`src/hdl/wes_pkg.sv`:
```
// ----------------------------------------------------------------------------
// wes_pkg
// Shared types and constants of the weighted event selector: payload structs
// of both channels, mode codes, controller states and the command and status
// bundles that pass between the controller and the datapath.
// ----------------------------------------------------------------------------
package wes_pkg;

    localparam int MODE_W         = 2;
    localparam int SITE_FIELD_W   = 10;
    localparam int SLOT_W         = 5;
    localparam int RATE_W         = 32;
    localparam int CNT_W          = 5;
    localparam int FRAC_W         = 32;
    localparam int TOTAL_W        = 48;
    localparam int THR_W          = 48;
    localparam int SITE_COUNT_W   = 11;

    localparam logic [SITE_COUNT_W-1:0] SITE_COUNT_RST = 11'd1024;

    localparam logic [MODE_W-1:0] MODE_WR_RATE  = 2'd0;
    localparam logic [MODE_W-1:0] MODE_WR_COUNT = 2'd1;
    localparam logic [MODE_W-1:0] MODE_SELECT   = 2'd2;

    typedef struct packed {
        logic [MODE_W-1:0]       mode;
        logic [SITE_FIELD_W-1:0] site;
        logic [SLOT_W-1:0]       slot;
        logic [RATE_W-1:0]       rate_value;
        logic [CNT_W-1:0]        neighbour_count;
        logic [FRAC_W-1:0]       random_fraction;
        logic [TOTAL_W-1:0]      total_rate;
    } req_t;

    typedef struct packed {
        logic [SITE_FIELD_W-1:0] chosen_site;
        logic [SLOT_W-1:0]       chosen_slot;
        logic [THR_W-1:0]        threshold;
        logic                    not_found;
    } rsp_t;

    typedef enum logic [2:0] {
        ST_IDLE,
        ST_THR_LO,
        ST_THR_HI,
        ST_THR_SUM,
        ST_WALK,
        ST_FINISH
    } state_t;

    typedef struct packed {
        logic accept;
        logic thr_lo;
        logic thr_hi;
        logic start;
        logic walk_step;
        logic load_out;
    } cmd_t;

    typedef struct packed {
        logic no_sites;
        logic walk_end;
        logic out_free;
    } sts_t;

endpackage

```
`src/hdl/wes_ctrl.sv`:
```
// ----------------------------------------------------------------------------
// wes_ctrl
// Sequencer of the event selector: takes request beats, steps the threshold
// multiply, runs the table walk and hands the result to the output register.
// ----------------------------------------------------------------------------
module wes_ctrl (
    input  logic                      clk,
    input  logic                      rst_n,
    input  logic                      req_valid,
    input  logic [wes_pkg::MODE_W-1:0] req_mode,
    output logic                      req_stall,
    output wes_pkg::cmd_t             cmd,
    input  wes_pkg::sts_t             sts
);
    import wes_pkg::*;

    state_t state_reg;
    state_t state_next;

    always_ff @(posedge clk or negedge rst_n)
    begin
        if (!rst_n)
        begin
            state_reg <= ST_IDLE;
        end
        else
        begin
            state_reg <= state_next;
        end
    end

    always_comb
    begin
        state_next = state_reg;
        unique case (state_reg)
            ST_IDLE:
            begin
                if (req_valid && (req_mode == MODE_SELECT))
                begin
                    state_next = ST_THR_LO;
                end
            end
            ST_THR_LO:
            begin
                state_next = ST_THR_HI;
            end
            ST_THR_HI:
            begin
                state_next = ST_THR_SUM;
            end
            ST_THR_SUM:
            begin
                state_next = sts.no_sites ? ST_FINISH : ST_WALK;
            end
            ST_WALK:
            begin
                if (sts.walk_end)
                begin
                    state_next = ST_FINISH;
                end
            end
            ST_FINISH:
            begin
                if (sts.out_free)
                begin
                    state_next = ST_IDLE;
                end
            end
            default:
            begin
                state_next = ST_IDLE;
            end
        endcase
    end

    always_comb
    begin
        cmd       = '0;
        req_stall = 1'b1;
        unique case (state_reg)
            ST_IDLE:
            begin
                req_stall  = 1'b0;
                cmd.accept = req_valid;
            end
            ST_THR_LO:
            begin
                cmd.thr_lo = 1'b1;
            end
            ST_THR_HI:
            begin
                cmd.thr_hi = 1'b1;
            end
            ST_THR_SUM:
            begin
                cmd.start = 1'b1;
            end
            ST_WALK:
            begin
                cmd.walk_step = 1'b1;
            end
            ST_FINISH:
            begin
                cmd.load_out = sts.out_free;
            end
            default:
            begin
                cmd = '0;
            end
        endcase
    end

endmodule

```
`config.mk`:
```
export PLATFORM = sky130hd
export DESIGN_NAME = wes_ctrl
export DESIGN_NICKNAME = d
export VERILOG_FILES = /design/src/hdl/wes_pkg.sv /design/src/hdl/wes_ctrl.sv
export SDC_FILE = /design/constraint.sdc
export NUM_CORES = 1
export LEC_CHECK = 0
export BUFFER_PORTS_ARGS = -buffer_cell sky130_fd_sc_hd__buf_2
export CAP_MARGIN = 20
export CELL_PAD_IN_SITES_DETAIL_PLACEMENT = 0
export CELL_PAD_IN_SITES_GLOBAL_PLACEMENT = 1
export CORE_AREA = 4 4 41 43
export CTS_BUF_LIST = sky130_fd_sc_hd__clkbuf_8
export DETAILED_ROUTE_END_ITERATION = 16
export DIE_AREA = 0 0 45 47
export PLACE_DENSITY_LB_ADDON = 0.08
export SYNTH_ARGS = -nofsm -noshare
export SYNTH_HDL_FRONTEND = slang
export SYNTH_SLANG_ARGS = --single-unit
```
`constraint.sdc`:
```
create_clock -name clk -period 1 [get_ports clk]
set_input_delay 0.15 -clock clk [delete_from_list [all_inputs] [get_ports clk]]
set_output_delay 0.15 -clock clk [all_outputs]
set_load 0.05 [all_outputs]
```
==> flow_summary.yaml <==
critical_path:
  rrSetupSlack_ns: -0.10
  critPathLaunch: "state_reg[1]"
  crit_path_end_kind: "primary output"
  crit_fanout: 4
  r2r_cells: 4
  critPathMaxStageDelay_ns: 0.42
  rr_startpoint: "state_reg[1]"
  crit_slowest_cell: "dfrtp_1"
  cpLargestDelayFamily: "flip-flops"
  critPathRequiredTime_ns: 0.85
  crit_chain: "buf_6 > nand2b_4 > nor2_4 > buf_8"
  r2r_end: "state_reg[2]"
  cp-start-kind: "flop"
  path_class: "reg2out"
  cp.arrival_ns: 1.19
  cp_num_buf_inv: 2
cts:
  cts-buffers-inserted: 3
  cts_buffer_depth: 2
  cts_tree: "built"
  root_buffer: "clkbuf_8"
  clk_latency_ns: 0.22
  numClockSinks: 3
  clkTransAtPathRegs_ns: 0.03
  post_cts_buffers: 0
  htreeDepth: 1
layout:
  largest_register_ffs: 3
  drive_above_1_share_pct: 76.9
  stdcell_count: 67
  final_nets: 61
  diodes: 0
  synthToLayoutAreaGrowth_pct: 177
worst_hold_path:
  hold_end: "state_reg[0]"
  hold_depth: 3
  min_from: "req_mode[0]"
  hp-class: "in2reg"
synthesis:
  synth_fa_ha_area_share_pct: 0
  yosys_warnings: 0
  synth_area_per_cell_sq_um: 8.11
  yosys.area_share.simple_pct: 43.8
  synth_mux_area_share_pct: 0
  syn_nets: 33
  synth_top_area_share_pct: 37.0
  netlist_instances: 25
  synth_flop_cell: "dfrtp_1"
  synth.distinct_cells: 13
  ys_seq_elements: 3
  async_flop_share_pct: 100
  synth_xor_area_share_pct: 0
  synth_edf_count: 0
  synth_compound_area_share_pct: 11.7
  yosys.area.top_type: "dfrtp_1"
  seq_area_frac_synth_pct: 37.0
  synth_common_cells: "3 x a21oi_1, 3 x dfrtp_1, 3 x nand2_1, 3 x nor2_1"
  synth_top_family_by_area: "simple AND/OR/NAND/NOR gates"
  synth_area_leaders: "dfrtp_1 37%, a21oi_1 7.4%, nand3b_1 7.4%"
  syn_area_sq_um: 203
floorplanning:
  die_area_sq_mm: 0.00212
  die_w_um: 45
  start_util_pct: 15.6
  coreArea_sq_mm: 0.00130
  pin_count: 15
  rows: 13
  die_h_um: 47
job:
  maxCapViolations: 0
timing:
  rsz0062_at_grt: "true"
  finalSetupTns_ns: -2.42
  fin_crit_sh_pct: 134
  fin_crit_ns: 1.34
  maxSlewViolCount: 0
  setup-violations-final: 10
  worst_pin_slew_ns: 0.171
  fmax_ghz: 0.747
  finalClockSkew_ns: 0.00403
  finalWorstSetupSlack_ns: -0.339
  slew_headroom_pct: 88.5
  finalHoldViolCount: 0
placed_design:
  hpwl_um: 604
  finalWeightedCongestion: 0.644
  post-place-ws_ns: -0.228
  port_buffers: 14
  dp_cells: 62
detailed_routing:
  wl_per_cell_um: 11.7
  drt_wl_total_um: 787
  ant_nets: 0
  vias: 280
  dr.first_iter.drc_count: 1
  drt_pre_antenna_iters: 2
  drc: 0
  viasPerCell: 4.18
run_status:
  violations: "negative setup slack"
  status: "complete, but fails checks"
global_routing:
  grt_max_degree: 6
  first_global_vias: 326
  track_usage_pct: 9.56
  overflow: 0
  grt_pass1_wl_um: 1410
  antenna_found_initial: 0
power:
  peakVddDrop_mv: 1.11
  p_per_area_mw_per_mm2: 3910
  swShare_pct: 43.8
  internal-power_mw: 1.23
  p_sw_uw: 960
  clkPwrFrac_pct: 15.7
  seqPwrFrac_pct: 12.2
  p_leak_nw: 0.258
  comb_power_share_pct: 72.0
==> worst max-delay path by stage <==
stage / cells past startpoint / end / slack [ns]
finish: 4 / cmd[1] / -0.34
global route: 4 / cmd[1] / -0.39
CTS: 4 / cmd[0] / -0.36
detailed placement: 4 / cmd[1] / -0.23
global placement: 4 / cmd[1] / -0.21
floorplan: 3 / state_reg[1] / -0.24
==> per-stage QoR <==
| step | utilization, % | hold slack, ns | power [mW] | area (sq um) |
|---|---|---|---|---|
| 6_report | 43.1 | 0.214 | 2.19 | 561 |
| 5_1_grt | 43.1 | 0.214 | 2.32 | 561 |
| 4_1_cts | 42.5 | 0.206 | 2.19 | 553 |
| 3_5_place_dp | 31.1 | -0.0468 | 1.50 | 404 |
| 3_3_place_gp | 31.1 | -0.0525 | 1.48 | 404 |
| 2_1_floorplan | - | -0.146 | 1.10 | 259 |
==> cells in the final DEF, fill, tap and decap left out, drive strengths merged, types with 2 or more instances in the layout <==
master and count:
nand2b 2, a21oi 3, nand2 3, nor2 3, nor3b 2, clkbuf 3, nand3b 2, inv 2
or2 2, buf 23, dfrtp 3
==> power by group through the flow <==
stage | logic [mW] | registers [mW] | clock network (mW)
CTS | 1.57 | 0.267 | 0.360
floorplan | 0.824 | 0.275 | 0
detailed placement | 1.26 | 0.236 | 0
global placement | 1.25 | 0.234 | 0
global route | 1.66 | 0.282 | 0.375
finish | 1.58 | 0.268 | 0.345
==> logic make-up after synthesis <==
logic type / Yosys count
DFF: 3
and+or+nand+nor: 16
AOI/OAI and AO/OA: 4
buffers and inverters: 2
==> area by class of cell <==
cell class | instances | area, sq um
well taps | 15 | 18.8
multi-input cells | 20 | 190
clock inverters | 1 | 3.75
fillers | 140 | 741
flip-flops and latches | 3 | 77.6
clock buffers | 3 | 41.3
repair buffers | 24 | 225
inverters | 1 | 3.75
==> metal layers <==
layer  GRT usage (%)  up-vias  wire length [um]
li1                -      136                 -
met1            10.2      135               315
met2            15.3        7               424
met3            3.83        2                37
met4            7.02        0                 8
met5               0        -                 0
==> worst reg2reg max path, cell delays in order, from the launching register on <==
cell      delay (ns)
dfrtp_1         0.41
buf_6           0.14
nand2b_4        0.15
a21oi_1         0.05
or2_1           0.22
==> timing repair <==
| item | CTS | global route |
|---|---|---|
| hold endpoints to repair | 3 | 0 |
| hold buffers | 1 | 0 |
| gates resized for setup | 27 | 2 |
| setup endpoints to repair | 10 | 10 |
| pin swaps | 4 | 2 |
Power figures use the tool's default switching activity.
